$ cat src/rtl/tsc_pkg.sv
`timescale 1ns / 1ps
// shared types, codes and helpers for the trade side classifier
package tsc_pkg;

    // fixed field widths
    localparam int IW      = 10;
    localparam int MASK_W  = 6;
    localparam int VAL_W   = 40;
    localparam int SVOL_W  = 41;
    localparam int KIND_W  = 3;
    localparam int NUM_KINDS = 6;
    localparam int LFSR_W  = 16;

    // tick kinds, in emission order
    localparam logic [KIND_W-1:0] KIND_BID    = 3'd0;
    localparam logic [KIND_W-1:0] KIND_ASK    = 3'd1;
    localparam logic [KIND_W-1:0] KIND_TRADE  = 3'd2;
    localparam logic [KIND_W-1:0] KIND_OI     = 3'd3;
    localparam logic [KIND_W-1:0] KIND_DEMAND = 3'd4;
    localparam logic [KIND_W-1:0] KIND_SUPPLY = 3'd5;

    // presence mask bit positions
    localparam int PM_LAST  = 0;
    localparam int PM_QUOTE = 1;
    localparam int PM_VOL   = 2;
    localparam int PM_OI    = 3;
    localparam int PM_TBID  = 4;
    localparam int PM_TASK  = 5;

    // tie-break generator
    localparam logic [LFSR_W-1:0] LFSR_SEED = 16'hACE1;
    localparam logic [LFSR_W-1:0] LFSR_TAPS = 16'hB400;

    // queue between front and back
    localparam int QDEPTH = 2;
    localparam int QPTR_W = 1;

    // one classified row, ready to be played out as ticks
    typedef struct packed {
        logic [IW-1:0]                      instrument;
        logic [NUM_KINDS-1:0]               emit;
        logic [NUM_KINDS-1:0][VAL_W-1:0]    value;
        logic [SVOL_W-1:0]                  svol;
    } tick_entry_t;

    // clamp to the 40-bit tick value range
    function automatic logic [VAL_W-1:0] sat_val(input logic [63:0] v);
        return (|v[63:VAL_W]) ? {VAL_W{1'b1}} : v[VAL_W-1:0];
    endfunction

endpackage

$ cat src/rtl/tsc_row_if.sv


interface tsc_tick_if;
    logic        valid;
    logic        ready;
    logic [2:0]  kind;
    logic [9:0]  tick_instrument;
    logic [39:0] tick_value;
    logic [40:0] signed_volume;
    logic        last_of_row;

    modport source (
        output valid, kind, tick_instrument, tick_value, signed_volume, last_of_row,
        input  ready
    );
    modport sink (
        input  valid, kind, tick_instrument, tick_value, signed_volume, last_of_row,
        output ready
    );
endinterface

$ cat src/rtl/tsc_back.sv
`timescale 1ns / 1ps
// back end: plays out a classified row as ticks, one word per cycle while the tick sink is ready
module tsc_back
    import tsc_pkg::*;
(
    input  logic        clk,
    input  logic        rst_n,
    input  tick_entry_t pop_entry,
    input  logic        pop_valid,
    output logic        pop_ready,
    tsc_tick_if.source  tick
);

    logic                 busy_reg;
    logic [NUM_KINDS-1:0] pend_reg;
    tick_entry_t          ent_reg;

    logic                 out_valid_reg;
    logic [KIND_W-1:0]    kind_reg;
    logic [IW-1:0]        inst_reg;
    logic [VAL_W-1:0]     value_reg;
    logic [SVOL_W-1:0]    svol_reg;
    logic                 last_reg;

    logic [NUM_KINDS-1:0] low, pend_left;
    logic [KIND_W-1:0]    sel_kind;
    logic [VAL_W-1:0]     sel_val;
    logic                 out_free, emit_now, pop_fire;

    assign out_free  = !out_valid_reg || tick.ready;
    assign emit_now  = busy_reg && out_free;
    assign pop_ready = !busy_reg;
    assign pop_fire  = pop_valid && pop_ready;

    // lowest pending kind goes next
    assign low       = pend_reg & (~pend_reg + 1'b1);
    assign pend_left = pend_reg & ~low;

    always_comb
    begin
        sel_kind = KIND_BID;
        sel_val  = '0;
        for (int k = 0; k < NUM_KINDS; k++)
        begin
            if (low[k])
            begin
                sel_kind = KIND_W'(k);
                sel_val  = ent_reg.value[k];
            end
        end
    end

    assign tick.valid           = out_valid_reg;
    assign tick.kind            = kind_reg;
    assign tick.tick_instrument = inst_reg;
    assign tick.tick_value      = value_reg;
    assign tick.signed_volume   = svol_reg;
    assign tick.last_of_row     = last_reg;

    // row and output word control
    always_ff @(posedge clk or negedge rst_n)
    begin
        if (!rst_n)
        begin
            busy_reg      <= 1'b0;
            pend_reg      <= '0;
            out_valid_reg <= 1'b0;
        end
        else
        begin
            if (pop_fire)
            begin
                busy_reg <= 1'b1;
                pend_reg <= pop_entry.emit;
            end
            else if (emit_now)
            begin
                pend_reg <= pend_left;
                if (pend_left == '0)
                    busy_reg <= 1'b0;
            end
            if (emit_now)
                out_valid_reg <= 1'b1;
            else if (tick.ready)
                out_valid_reg <= 1'b0;
        end
    end

    // row and output word payload
    always_ff @(posedge clk)
    begin
        if (pop_fire)
        begin
            ent_reg <= pop_entry;
        end
        if (emit_now)
        begin
            kind_reg  <= sel_kind;
            inst_reg  <= ent_reg.instrument;
            value_reg <= sel_val;
            svol_reg  <= low[KIND_TRADE] ? ent_reg.svol : '0;
            last_reg  <= (pend_left == '0);
        end
    end

endmodule

$ cat src/flat_wrapper.sv
// flat-port wrapper written by rule: the top's interface ports become plain ports
module tsc_back_flat import tsc_pkg::*;
  (clk, rst_n, pop_entry, pop_valid, pop_ready, tick_valid, tick_kind, tick_tick_instrument, tick_tick_value, tick_signed_volume, tick_last_of_row, tick_ready);
  tsc_tick_if tick_i ();
  input  logic clk;
  input  logic rst_n;
  input  tick_entry_t pop_entry;
  input  logic pop_valid;
  output logic pop_ready;
  output wire logic [$bits(tick_i.valid)-1:0] tick_valid;
  output wire logic [$bits(tick_i.kind)-1:0] tick_kind;
  output wire logic [$bits(tick_i.tick_instrument)-1:0] tick_tick_instrument;
  output wire logic [$bits(tick_i.tick_value)-1:0] tick_tick_value;
  output wire logic [$bits(tick_i.signed_volume)-1:0] tick_signed_volume;
  output wire logic [$bits(tick_i.last_of_row)-1:0] tick_last_of_row;
  input wire logic [$bits(tick_i.ready)-1:0] tick_ready;
  assign tick_valid = tick_i.valid;
  assign tick_kind = tick_i.kind;
  assign tick_tick_instrument = tick_i.tick_instrument;
  assign tick_tick_value = tick_i.tick_value;
  assign tick_signed_volume = tick_i.signed_volume;
  assign tick_last_of_row = tick_i.last_of_row;
  assign tick_i.ready = tick_ready;
  tsc_back u_core (.clk(clk), .rst_n(rst_n), .pop_entry(pop_entry), .pop_valid(pop_valid), .pop_ready(pop_ready), .tick(tick_i));
endmodule
$ cat config.mk
export PLATFORM = sky130hd
export DESIGN_NAME = tsc_back_flat
export DESIGN_NICKNAME = d
export VERILOG_FILES = /design/src/rtl/tsc_pkg.sv /design/src/rtl/tsc_row_if.sv /design/src/rtl/tsc_back.sv /design/src/flat_wrapper.sv
export SDC_FILE = /design/constraint.sdc
export NUM_CORES = 1
export LEC_CHECK = 0
export BUFFER_PORTS_ARGS = -buffer_cell sky130_fd_sc_hd__buf_2
export CAP_MARGIN = 20
export CELL_PAD_IN_SITES_DETAIL_PLACEMENT = 1
export CELL_PAD_IN_SITES_GLOBAL_PLACEMENT = 1
export CORE_MARGIN = 2
export CORE_UTILIZATION = 43
export DETAILED_ROUTE_END_ITERATION = 10
export MAX_ROUTING_LAYER = met4
export PLACE_DENSITY = 0.79
export REMOVE_ABC_BUFFERS = 1
export SYNTH_ARGS = -nofsm -noshare
export SYNTH_HDL_FRONTEND = slang
export SYNTH_SLANG_ARGS = --single-unit
$ cat constraint.sdc
create_clock -name clk -period 13.1 [get_ports clk]
set_input_delay 1.31 -clock clk [delete_from_list [all_inputs] [get_ports clk]]
set_output_delay 1.31 -clock clk [all_outputs]
set_load 0.02 [all_outputs]
==> results.tsv <==
metric	value	unit
hpwl	27100	um
async_flop_share	2.03	%
ctsResizeCount	0	
path_common_cell	buf_4	
vias	9402	
die_height	190	um
slew_headroom	25.1	%
cts_tree	done	
hold_viol	0	
grt_pass1_vias	10300	
synthTopCellsByArea	edfxtp_1 78%, a211oi_1 4.1%, and2_1 3.4%	
synth_edf_count	386	
drc	0	
area.growth.synth_to_final	25.2	%
cap_violations	0	
skew	6.74	ps
boundaryPins	398	
largest_reg_flops	291	
postRouteWirelength	42400	um
hold_path_class	flop to flop	
globalplace.congestion	0.766	
critPathMaxFanout	80	
drt_iter0_markers	605	
postCtsSetupBuffers	0	
drive_gt1_share	36.3	%
setup-violations-final	0	
synthDistinctLibCells	34	
powerDensity	243	mW/mm^2
grt_max_degree	91	
fin_area	0.0185	mm^2
grt_pass1_wl	61900	um
detail_route.wl_per_cell	23.7	um
path_buf_inv	4	
fin_ws	9040	ps
crit_chain	buf_2 > nor2b_4 > buf_4 > buf_4 > buf_4	
die-area	0.0359	mm^2
clockBufferDepth	3	
rows	67	
netlist.area_leader.share	78.3	%
worstPathArrival	4200	ps
cts_buffers	41	
synth_seq_cells	394	
yosys.area.top_type	edfxtp_1	
slowest_delay	930	ps
drtPass1Iterations	4	
numPortBuffers	397	
clock_sinks	394	
period_share	31.0	%
cts.hold.buffers_added	0	
via_per_inst	5.25	
synth_ff_type	edfxtp_1	
vdd_drop_max	0.000134	V
postRouteAntennaNets	0	
worstPathRequired	13240	ps
insertion_delay	520	ps
track_usage	24.0	%
fin_crit	4060	ps
synth_cells	904	
core	0.0337	mm^2
place_area	0.0172	mm^2
place_worst_setup_slack	8440	ps
crit_path_end_kind	flop	
die_w	190	um
grt_setup_unrepaired	no	
ys_seq_area_share	79.7	%
htreeDepth	2	
path_delay_family	buffers and inverters	
start_kind	primary input	
antenna_found_initial	15	
yosys_warnings	0	
outcome	finished clean	
final_common_cell	buf_2	
clock.fmax	0.246	GHz
syn_avg_cell_area	16.4	um^2
slew_viol_final	0	
p_leak	6.87	nW
netlist_area	0.0148	mm^2
clk_pin_slew	60	ps
mostFrequentLayoutCells	397 x buf_2, 386 x edfxtp_1, 81 x and2_1	
crit_type	primary input to flop	
fin_nets	1598	
grt-ovfl-total	0	
initial_core_util	43.9	%
finalSetupTns	0	ps
max_slew.worst_pin.slew	1120	ps
critPathSlowestCell	buf_4	
cts_root_buf	clkbuf_16	
## worst paths after layout
kind	slack (ps)	from	depth (start not counted)	to
max reg2reg	9480	u_core.busy_reg	4	u_core.ent_reg[77]
max in group asynchronous	12260	rst_n	1	u_core.pend_reg[0]
max	9040	pop_valid	5	u_core.ent_reg[77]
min in group asynchronous	630	rst_n	1	u_core.pend_reg[0]
min reg2reg	430	u_core.ent_reg[295]	0	u_core.tick.tick_instrument[8]
min	430	u_core.ent_reg[295]	0	u_core.tick.tick_instrument[8]
## layout make-up
class	instances	area (um^2)
inverters	3	13.8
multi-input cells	447	2730
repair buffers	410	2100
diodes	16	40.0
clock buffers	53	1110
well taps	448	561
clock inverters	21	183
flip-flops and latches	394	11800
fillers	3322	15200
## routing by layer
metal / wire length (um) / track usage (%) / up-vias / share of wire [%]
met5: 0 / - / - / 0
met4: 924 / 7.39 / 0 / 2.2
met3: 3530 / 6.30 / 58 / 8.3
met2: 21500 / 40.5 / 419 / 51
met1: 16400 / 28.4 / 4671 / 39
li1: - / - / 4254 / -
## synthesized netlist by cell type (all sizes together) (2+ instances only)
cell type	count
nor2	51
a21oi	3
buf	24
and2	81
inv	3
nor2b	42
nand2b	2
a211oi	80
nor3	2
nand2	47
mux2i	2
o21ai	85
edfxtp	386
dfrtp	8
clkbuf	36
o31a	40
## where the power goes
| part | leakage [nW] | internal (W) | switching (W) |
|---|---|---|---|
| clock | 0.640 | 0.000660 | 0.000468 |
| combinational | 2.49 | 0.000457 | 0.000925 |
| sequential | 3.74 | 0.00182 | 0.000164 |
## per-stage QoR
stage / util, % / hold slack, ps / cells / power [W]
after floorplan: - / 400 / 844 / 0.00291
after CTS: 54.8 / 427 / 1775 / 0.00455
after global routing: 55.0 / 430 / 1791 / 0.00472
after global placement: 51.0 / 401 / 1701 / 0.00332
final: 55.0 / 427 / 1792 / 0.00450
after detailed placement: 51.0 / 408 / 1701 / 0.00341
## cell families after synthesis
| kind of cell | share of synthesized area [%] |
|---|---|
| and+or+nand+nor | 8.24 |
| adders and majority gates | 0.0676 |
| DFF | 79.7 |
| AOI/OAI and AO/OA | 9.81 |
| muxes | 0.135 |
| buffers and inverters | 2.07 |
(Power assumes the default switching activity.)
