<file path="config.mk">
export PLATFORM = sky130hd
export DESIGN_NAME = tsc_queue
export DESIGN_NICKNAME = d
export VERILOG_FILES = /design/src/rtl/tsc_pkg.sv /design/src/rtl/tsc_queue.sv
export SDC_FILE = /design/constraint.sdc
export NUM_CORES = 1
export LEC_CHECK = 0
export ABC_AREA = 1
export BUFFER_PORTS_ARGS = -buffer_cell sky130_fd_sc_hd__buf_2
export CAP_MARGIN = 30
export CORE_AREA = 10 10 222 224
export CTS_CLUSTER_SIZE = 40
export DETAILED_ROUTE_END_ITERATION = 12
export DIE_AREA = 0 0 232 234
export PLACE_DENSITY = 0.72
export RECOVER_POWER = 100
export SYNTH_ARGS = -nofsm -noshare
export SYNTH_HDL_FRONTEND = slang
export SYNTH_SLANG_ARGS = --single-unit
</file>
<file path="constraint.sdc">
create_clock -name clk -period 23.1 [get_ports clk]
set_input_delay 5.775 -clock clk [delete_from_list [all_inputs] [get_ports clk]]
set_output_delay 5.775 -clock clk [all_outputs]
set_load 0.005 [all_outputs]
</file>
<file path="src/rtl/tsc_pkg.sv">
`timescale 1ns / 1ps
// shared types, codes and helpers for the trade side classifier
package tsc_pkg;

    // fixed field widths
    localparam int IW      = 10;
    localparam int MASK_W  = 6;
    localparam int VAL_W   = 40;
    localparam int SVOL_W  = 41;
    localparam int KIND_W  = 3;
    localparam int NUM_KINDS = 6;
    localparam int LFSR_W  = 16;

    // tick kinds, in emission order
    localparam logic [KIND_W-1:0] KIND_BID    = 3'd0;
    localparam logic [KIND_W-1:0] KIND_ASK    = 3'd1;
    localparam logic [KIND_W-1:0] KIND_TRADE  = 3'd2;
    localparam logic [KIND_W-1:0] KIND_OI     = 3'd3;
    localparam logic [KIND_W-1:0] KIND_DEMAND = 3'd4;
    localparam logic [KIND_W-1:0] KIND_SUPPLY = 3'd5;

    // presence mask bit positions
    localparam int PM_LAST  = 0;
    localparam int PM_QUOTE = 1;
    localparam int PM_VOL   = 2;
    localparam int PM_OI    = 3;
    localparam int PM_TBID  = 4;
    localparam int PM_TASK  = 5;

    // tie-break generator
    localparam logic [LFSR_W-1:0] LFSR_SEED = 16'hACE1;
    localparam logic [LFSR_W-1:0] LFSR_TAPS = 16'hB400;

    // queue between front and back
    localparam int QDEPTH = 2;
    localparam int QPTR_W = 1;

    // one classified row, ready to be played out as ticks
    typedef struct packed {
        logic [IW-1:0]                      instrument;
        logic [NUM_KINDS-1:0]               emit;
        logic [NUM_KINDS-1:0][VAL_W-1:0]    value;
        logic [SVOL_W-1:0]                  svol;
    } tick_entry_t;

    // clamp to the 40-bit tick value range
    function automatic logic [VAL_W-1:0] sat_val(input logic [63:0] v);
        return (|v[63:VAL_W]) ? {VAL_W{1'b1}} : v[VAL_W-1:0];
    endfunction

endpackage

</file>
<file path="src/rtl/tsc_queue.sv">
`timescale 1ns / 1ps
// short queue of classified rows between front and back
module tsc_queue
    import tsc_pkg::*;
(
    input  logic        clk,
    input  logic        rst_n,
    input  tick_entry_t in_entry,
    input  logic        in_valid,
    output logic        in_ready,
    output tick_entry_t out_entry,
    output logic        out_valid,
    input  logic        out_ready
);

    tick_entry_t         entries_reg [QDEPTH];
    logic [QPTR_W-1:0]   wptr_reg, rptr_reg;
    logic [QPTR_W:0]     count_reg;
    logic                wr, rd;

    assign in_ready  = (count_reg != (QPTR_W + 1)'(QDEPTH));
    assign out_valid = (count_reg != '0);
    assign out_entry = entries_reg[rptr_reg];
    assign wr        = in_valid && in_ready;
    assign rd        = out_valid && out_ready;

    // storage
    always_ff @(posedge clk)
    begin
        if (wr)
        begin
            entries_reg[wptr_reg] <= in_entry;
        end
    end

    // pointers and fill level
    always_ff @(posedge clk or negedge rst_n)
    begin
        if (!rst_n)
        begin
            wptr_reg  <= '0;
            rptr_reg  <= '0;
            count_reg <= '0;
        end
        else
        begin
            if (wr)
                wptr_reg <= wptr_reg + 1'b1;
            if (rd)
                rptr_reg <= rptr_reg + 1'b1;
            if (wr && !rd)
                count_reg <= count_reg + 1'b1;
            else if (rd && !wr)
                count_reg <= count_reg - 1'b1;
        end
    end

endmodule

</file>
==> impl_metrics.env, run 1 <==
export IMPL_max_slew_margin=-1.84
export IMPL_drv_cap=13
export IMPL_synth_mux_area_frac=0
export IMPL_row_count=78
export IMPL_syn_to_final_growth_pct=22.7
export IMPL_fin_worst_skew_ns=0.0181
export IMPL_via_per_inst=4.91
export IMPL_startpoint_type="flip-flop"
export IMPL_holdWs_ns=0.504
export IMPL_wl_um=57400
export IMPL_post_cts_buffers=0
export IMPL_vdd_drop_max_mv=0.0809
export IMPL_ys_async_sr_fraction=0.00669
export IMPL_syn_cell_area_um2=21700
export IMPL_largest_reg_flops=594
export IMPL_cts_resized_gates=0
export IMPL_cp_endpoint="out_entry[19]"
export IMPL_r2r_slack_ns=14.15
export IMPL_ctsRootBufferMaster="clkbuf_16"
export IMPL_synth_most_common_cell="nand2_1"
export IMPL_finish_utilization=0.594
export IMPL_clock_latency_ns=0.60
export IMPL_synth_nets=1881
export IMPL_r2r_end="entries_reg[0][115]"
export IMPL_gr_total_overflow=0
export IMPL_drive_gt1_frac=0.119
export IMPL_finalSetupTns_ns=0
export IMPL_post_route_min_period_ns=15.06
export IMPL_hold_viol_final=0
export IMPL_fin_nets=2495
export IMPL_fin_crit_sh=0.652
export IMPL_grt_pass1_wl_um=82900
export IMPL_dieWidth_um=232
export IMPL_p_leak_uw=0.0104
export IMPL_max_freq_ghz=0.0664
export IMPL_port_buffers=599
export IMPL_setup_viol=0
export IMPL_vias=14000
export IMPL_finalMaxSlewViolations=884
export IMPL_grt_max_degree=109
export IMPL_cts_sinks=598
export IMPL_dieArea_um2=54300
export IMPL_cts_tree="yes"
export IMPL_tightestPinTransition_ns=4.26
export IMPL_hpwl_um=40300
export IMPL_synth_warning_count=0
export IMPL_avgRoutedWirePerCell_um=20.1
export IMPL_power_density_nw_per_um2=131
export IMPL_synthSimpleGateAreaFrac=0.157
export IMPL_critPathLaunch="rptr_reg"
export IMPL_netlist_instances=1579
export IMPL_syn_area_per_cell_um2=13.8
export IMPL_synth_cell_types=14
export IMPL_htree_num_levels=2
export IMPL_critPathRequiredTime_ns=17.33
export IMPL_antenna_found_initial=20
export IMPL_status="finished with violations"
export IMPL_violations="capacitance limit, slew limit"
export IMPL_pin_count=600
export IMPL_ys_flop_type="edfxtp_1"
export IMPL_first_pass_iters=5
export IMPL_start_util=0.484
export IMPL_grt_pass1_vias=14000
export IMPL_cp_arrival_ns=9.29
export IMPL_synth_edf_count=594
export IMPL_coreArea_um2=44900
export IMPL_gp_congestion=0.801
export IMPL_path_max_fanout=108
export IMPL_grtUsageTotal=0.200
export IMPL_final_cells=2852
export IMPL_yosysSeqAreaShare=0.826
export IMPL_dr_first_iter_drc_count=1283
export IMPL_clkTransAtPathRegs_ns=0.06
export IMPL_reg2regPathDepth=8
export IMPL_synthTopCellsByCount="nand2_1 (901), edfxtp_1 (594), buf_2 (49)"
export IMPL_numCtsBuffers=58
export IMPL_synthAdderAreaFrac=0.000576
export IMPL_clk_path_buf_depth=3
export IMPL_ys_seq_elements=598
export IMPL_rsz0062_at_grt="no"
export IMPL_hold_class="flip-flop to flip-flop"
export IMPL_hold_buffers=0
export IMPL_dp_cells=2730
export IMPL_drc=0
export IMPL_synth_compound_area_frac=0
export IMPL_synth_top_family_by_area="simple AND/OR/NAND/NOR gates"
export IMPL_ant_nets=0
export IMPL_crit_reg2reg_launch="count_reg[0]"
export IMPL_synth_area_leaders="edfxtp_1 (82%), nand2_1 (16%), buf_2 (1.1%)"
export IMPL_crit_type="flip-flop to output pin"
export IMPL_synth_xor_area_frac=0.000806
export IMPL_netlist_top_cell_by_area="edfxtp_1"
export IMPL_worstSetupEndpointType="output pin"
export IMPL_yosysTopAreaCellShare=0.821
export IMPL_die_h_um=234
per-layer routing:
metal	vias to the layer above	routed length (µm)	global-route usage
met5	-	125	0
met4	18	1290	0.0598
met3	97	6850	0.0928
met2	607	28800	0.340
met1	6690	20400	0.223
li1	6590	-	-
cell families (layout without fill, tap and decap cells):
logic type,count (synthesis),after routing
buf+inv,72,732
fa+ha+maj,1,1
flops,598,598
xor+xnor,2,2
simple gates,906,906
other cells,0,13
power by group:
part | switching [µW] | internal, µW | total [µW]
sequential | 65.5 | 1510 | 1580
combinational | 707 | 293 | 1000
clock | 383 | 536 | 919
total | 1150 | 2340 | 3500
critical path, cell delays in order, from the launching register on:
cell and delay [ns]:
dfrtp_1 1.58, clkinvlp_2 3.74, clkbuf_1 1.34, clkbuf_1 1.27, nand2_1 0.33, nand2_1 0.13
clkbuf_1 0.14
placed cells by master, fill, tap and decap left out:
| cell type | n |
|---|---|
| clkinv_1 | 11 |
| clkbuf_1 | 449 |
| clkbuf_16 | 61 |
| nand3_1 | 2 |
| clkinv_8 | 1 |
| clkinv_2 | 12 |
| buf_2 | 175 |
| buf_16 | 1 |
| ha_1 | 1 |
| edfxtp_1 | 594 |
| bufinv_16 | 5 |
| clkinvlp_4 | 3 |
| clkinvlp_2 | 1 |
| nor2_4 | 1 |
| xor2_1 | 1 |
| clkinv_4 | 3 |
| dfrtp_1 | 4 |
| nor2_1 | 1 |
| buf_4 | 3 |
| nand2_1 | 901 |
| diode_2 | 13 |
| buf_1 | 1 |
| nand4_1 | 1 |
| inv_1 | 6 |
| xnor2_1 | 1 |
cell type report:
type / instances / area [µm²]
antenna: 13 / 32.5
clock buffer: 71 / 1560
clock inverter: 35 / 317
fill: 3664 / 18200
inverter: 7 / 27.5
multi-input combinational: 909 / 3440
sequential: 598 / 17900
tap: 600 / 751
timing repair buffer: 619 / 2580
stage by stage:
step           worst slack (ns)  power [µW]  area, µm²
6_report                   8.04        3500      26600
5_1_grt                    7.09        3700      26600
4_1_cts                   13.76        3550      27300
3_5_place_dp              14.43        2630      25400
3_3_place_gp              13.80        2600      25300
2_1_floorplan              3.96        2210      21700
worst min-delay path by stage:
stage	from	end	slack, ns	cells past startpoint
floorplan	count_reg[1]	count_reg[1]	0.46	2
global placement	count_reg[0]	count_reg[0]	0.48	1
detailed placement	count_reg[1]	count_reg[1]	0.49	2
CTS	count_reg[1]	count_reg[1]	0.50	2
global route	count_reg[1]	count_reg[1]	0.53	2
finish	count_reg[1]	count_reg[1]	0.50	2
No activity file was read; power rests on OpenSTA's default activity.
==> run 2, diff against run 1 <==
- ABC_AREA: 1 -> 0
- CORE_AREA: 10 10 222 224 -> unset
- CORE_MARGIN: unset -> 10
- CORE_UTILIZATION: unset -> 47
- DIE_AREA: 0 0 232 234 -> unset
- clock period: 23.1 -> 12.09 ns (I/O delays scaled with it)
==> impl_metrics.env, run 2 <==
export IMPL_post_cts_buffers=0
export IMPL_antenna_found_initial=22
export IMPL_vias=11300
export IMPL_fin_crit_sh=0.719
export IMPL_syn_to_final_growth_pct=19.5
export IMPL_synthSimpleGateAreaFrac=0.00150
export IMPL_cpMostUsedCell="clkbuf_1"
export IMPL_p_total_uw=6380
export IMPL_crit_type="input pin to flip-flop"
export IMPL_yosysTopAreaCellShare=0.794
export IMPL_synth_edf_count=594
export IMPL_start_util=0.473
export IMPL_synth_cell_types=15
export IMPL_max_freq_ghz=0.115
export IMPL_die_h_um=239
export IMPL_gr_total_overflow=0
export IMPL_drv_cap=5
export IMPL_cts_sinks=598
export IMPL_status="finished with violations"
export IMPL_synthTopCellsByCount="edfxtp_1 (594), mux2_4 (201), mux2_2 (96)"
export IMPL_yosysSeqAreaShare=0.799
export IMPL_hold_buffers=0
export IMPL_finalSetupTns_ns=0
export IMPL_cp_arrival_ns=8.80
export IMPL_first_pass_iters=4
export IMPL_dieWidth_um=239
export IMPL_critPathTopFamily="buffers and inverters"
export IMPL_ys_flop_type="edfxtp_1"
export IMPL_ys_seq_elements=598
export IMPL_finalMaxSlewViolations=319
export IMPL_path_max_fanout=66
export IMPL_r2r_end="entries_reg[0][121]"
export IMPL_post_route_min_period_ns=8.70
export IMPL_violations="capacitance limit, slew limit"
export IMPL_drc=0
export IMPL_grt_pass1_vias=12100
export IMPL_vdd_drop_max_mv=0.179
export IMPL_r2r_slack_ns=5.27
export IMPL_cp_cell_sequence="clkbuf_1, nand2_1, nor2_1, clkbuf_1, clkbuf_1"
export IMPL_grt_pass1_wl_um=76400
export IMPL_numCtsBuffers=57
export IMPL_synth_most_common_cell="edfxtp_1"
export IMPL_crit_buf_inv=3
export IMPL_via_per_inst=5.02
export IMPL_fin_worst_skew_ns=0.0210
export IMPL_clk_path_buf_depth=3
export IMPL_hpwl_um=38800
export IMPL_fin_nets=1883
export IMPL_synth_xor_area_frac=0.00195
export IMPL_ctsRootBufferMaster="clkbuf_16"
export IMPL_cts_resized_gates=0
export IMPL_min_from="wptr_reg"
export IMPL_max_stage_delay_ns=2.81
export IMPL_synth_top_family_by_area="multiplexers"
export IMPL_cp_slowest_cell="clkbuf_1"
export IMPL_critPathRequiredTime_ns=12.19
export IMPL_power_density_nw_per_um2=238
export IMPL_dr_first_iter_drc_count=687
export IMPL_drive_gt1_frac=0.331
export IMPL_hold_viol_final=0
export IMPL_synth_area_leaders="edfxtp_1 (79%), mux2_4 (13%), mux2_2 (4.8%)"
export IMPL_whs_path_depth=1
export IMPL_tightestPinTransition_ns=4.16
export IMPL_avgRoutedWirePerCell_um=23.9
export IMPL_clock_latency_ns=0.60
export IMPL_layout_common_cells="edfxtp_1 (594), buf_2 (357), clkbuf_1 (265), mux2_1 (203), mux2_2 (85)"
export IMPL_syn_area_per_cell_um2=23.8
export IMPL_coreArea_um2=47400
export IMPL_netlist_top_cell_by_area="edfxtp_1"
export IMPL_final_common_cell="edfxtp_1"
export IMPL_grtUsageTotal=0.180
export IMPL_wl_um=54100
export IMPL_reg2regPathDepth=5
export IMPL_gp_congestion=0.792
export IMPL_synthAdderAreaFrac=0.000557
export IMPL_row_count=80
export IMPL_holdPathEnd="wptr_reg"
export IMPL_netlist_instances=942
export IMPL_largest_reg_flops=594
export IMPL_crit_reg2reg_launch="count_reg[0]"
export IMPL_port_buffers=599
export IMPL_worstSetupEndpointType="flip-flop"
export IMPL_p_leak_uw=0.00947
export IMPL_rsz0062_at_grt="no"
export IMPL_syn_cell_area_um2=22500
export IMPL_ant_nets=0
export IMPL_synth_mux_area_frac=0.183
export IMPL_synth_warning_count=0
export IMPL_cts_tree="yes"
export IMPL_setup_viol=0
export IMPL_dieArea_um2=56900
export IMPL_synth_nets=1244
export IMPL_startpoint_type="input pin"
export IMPL_ys_async_sr_fraction=0.00669
export IMPL_hold_class="flip-flop to flip-flop"
export IMPL_htree_num_levels=2
export IMPL_pin_count=600
export IMPL_synth_compound_area_frac=0
export IMPL_grt_max_degree=173
export IMPL_clkTransAtPathRegs_ns=0.06
export IMPL_max_slew_margin=-1.77
==> run 2: cell count changes after synthesis, moves of 2 or more <==
cell	delta
buf_6	+26
buf_4	-4
nand2_1	-899
mux2_4	+201
mux2_2	+96
buf_2	-42
xnor2_1	+2
clkbuf_1	-12
inv_1	-5
nand3_1	-2
==> run 2: cells by family after synthesis <==
| family | after synthesis |
|---|---|
| AND/OR/NAND/NOR | 7 |
| multiplexers | 297 |
| buffers and inverters | 34 |
| adder cells (fa/ha/maj) | 1 |
| flip-flops | 598 |
| XOR/XNOR | 5 |
==> run 2: worst max path at each step <==
stage	to	start	cells past startpoint	slack, ns
detailed placement	out_entry[248]	rptr_reg	4	5.75
global placement	out_entry[145]	rptr_reg	4	5.77
CTS	out_entry[248]	rptr_reg	4	5.10
global route	entries_reg[0][245]	in_valid	5	2.76
finish	entries_reg[0][121]	in_valid	5	3.39
floorplan	entries_reg[0][0]	in_valid	2	0.76
==> run 2: stage by stage <==
stage                     hold slack, ns  utilization  setup WS, ns  cells  area [µm²]
after global routing               0.538        0.565          2.76   2255       26800
after floorplan                    0.456            -         0.758    942       22500
final                              0.500        0.566          3.39   2261       26800
after detailed placement           0.496        0.549          5.75   2134       26000
after CTS                          0.506        0.586          5.10   2241       27800
after global placement             0.474        0.548          5.77   2133       26000
==> run 2: area by class of cell <==
type	instances	area (µm²)
well taps	615	769
diodes	17	42.5
fillers	3861	20600
flip-flops and latches	598	17900
clock buffers	79	1590
repair buffers	613	2840
inverters	1	3.75
multi-input cells	310	3470
clock inverters	28	188
==> run 2: power breakdown <==
part           total [µW]  internal [µW]  leakage (µW)  switching (µW)
logic                1690            718       0.00303             977
registers            3000           2860       0.00556             136
clock network        1680            960      0.000879             722
total                6380           4540       0.00947            1840
==> run 2: routing by layer <==
layer / vias up / global-route usage / share of wire
li1: 5077 / - / -
met1: 5667 / 0.200 / 0.37
met2: 490 / 0.305 / 0.50
met3: 97 / 0.0743 / 0.10
met4: 16 / 0.0649 / 0.024
met5: - / 0 / 0.0016
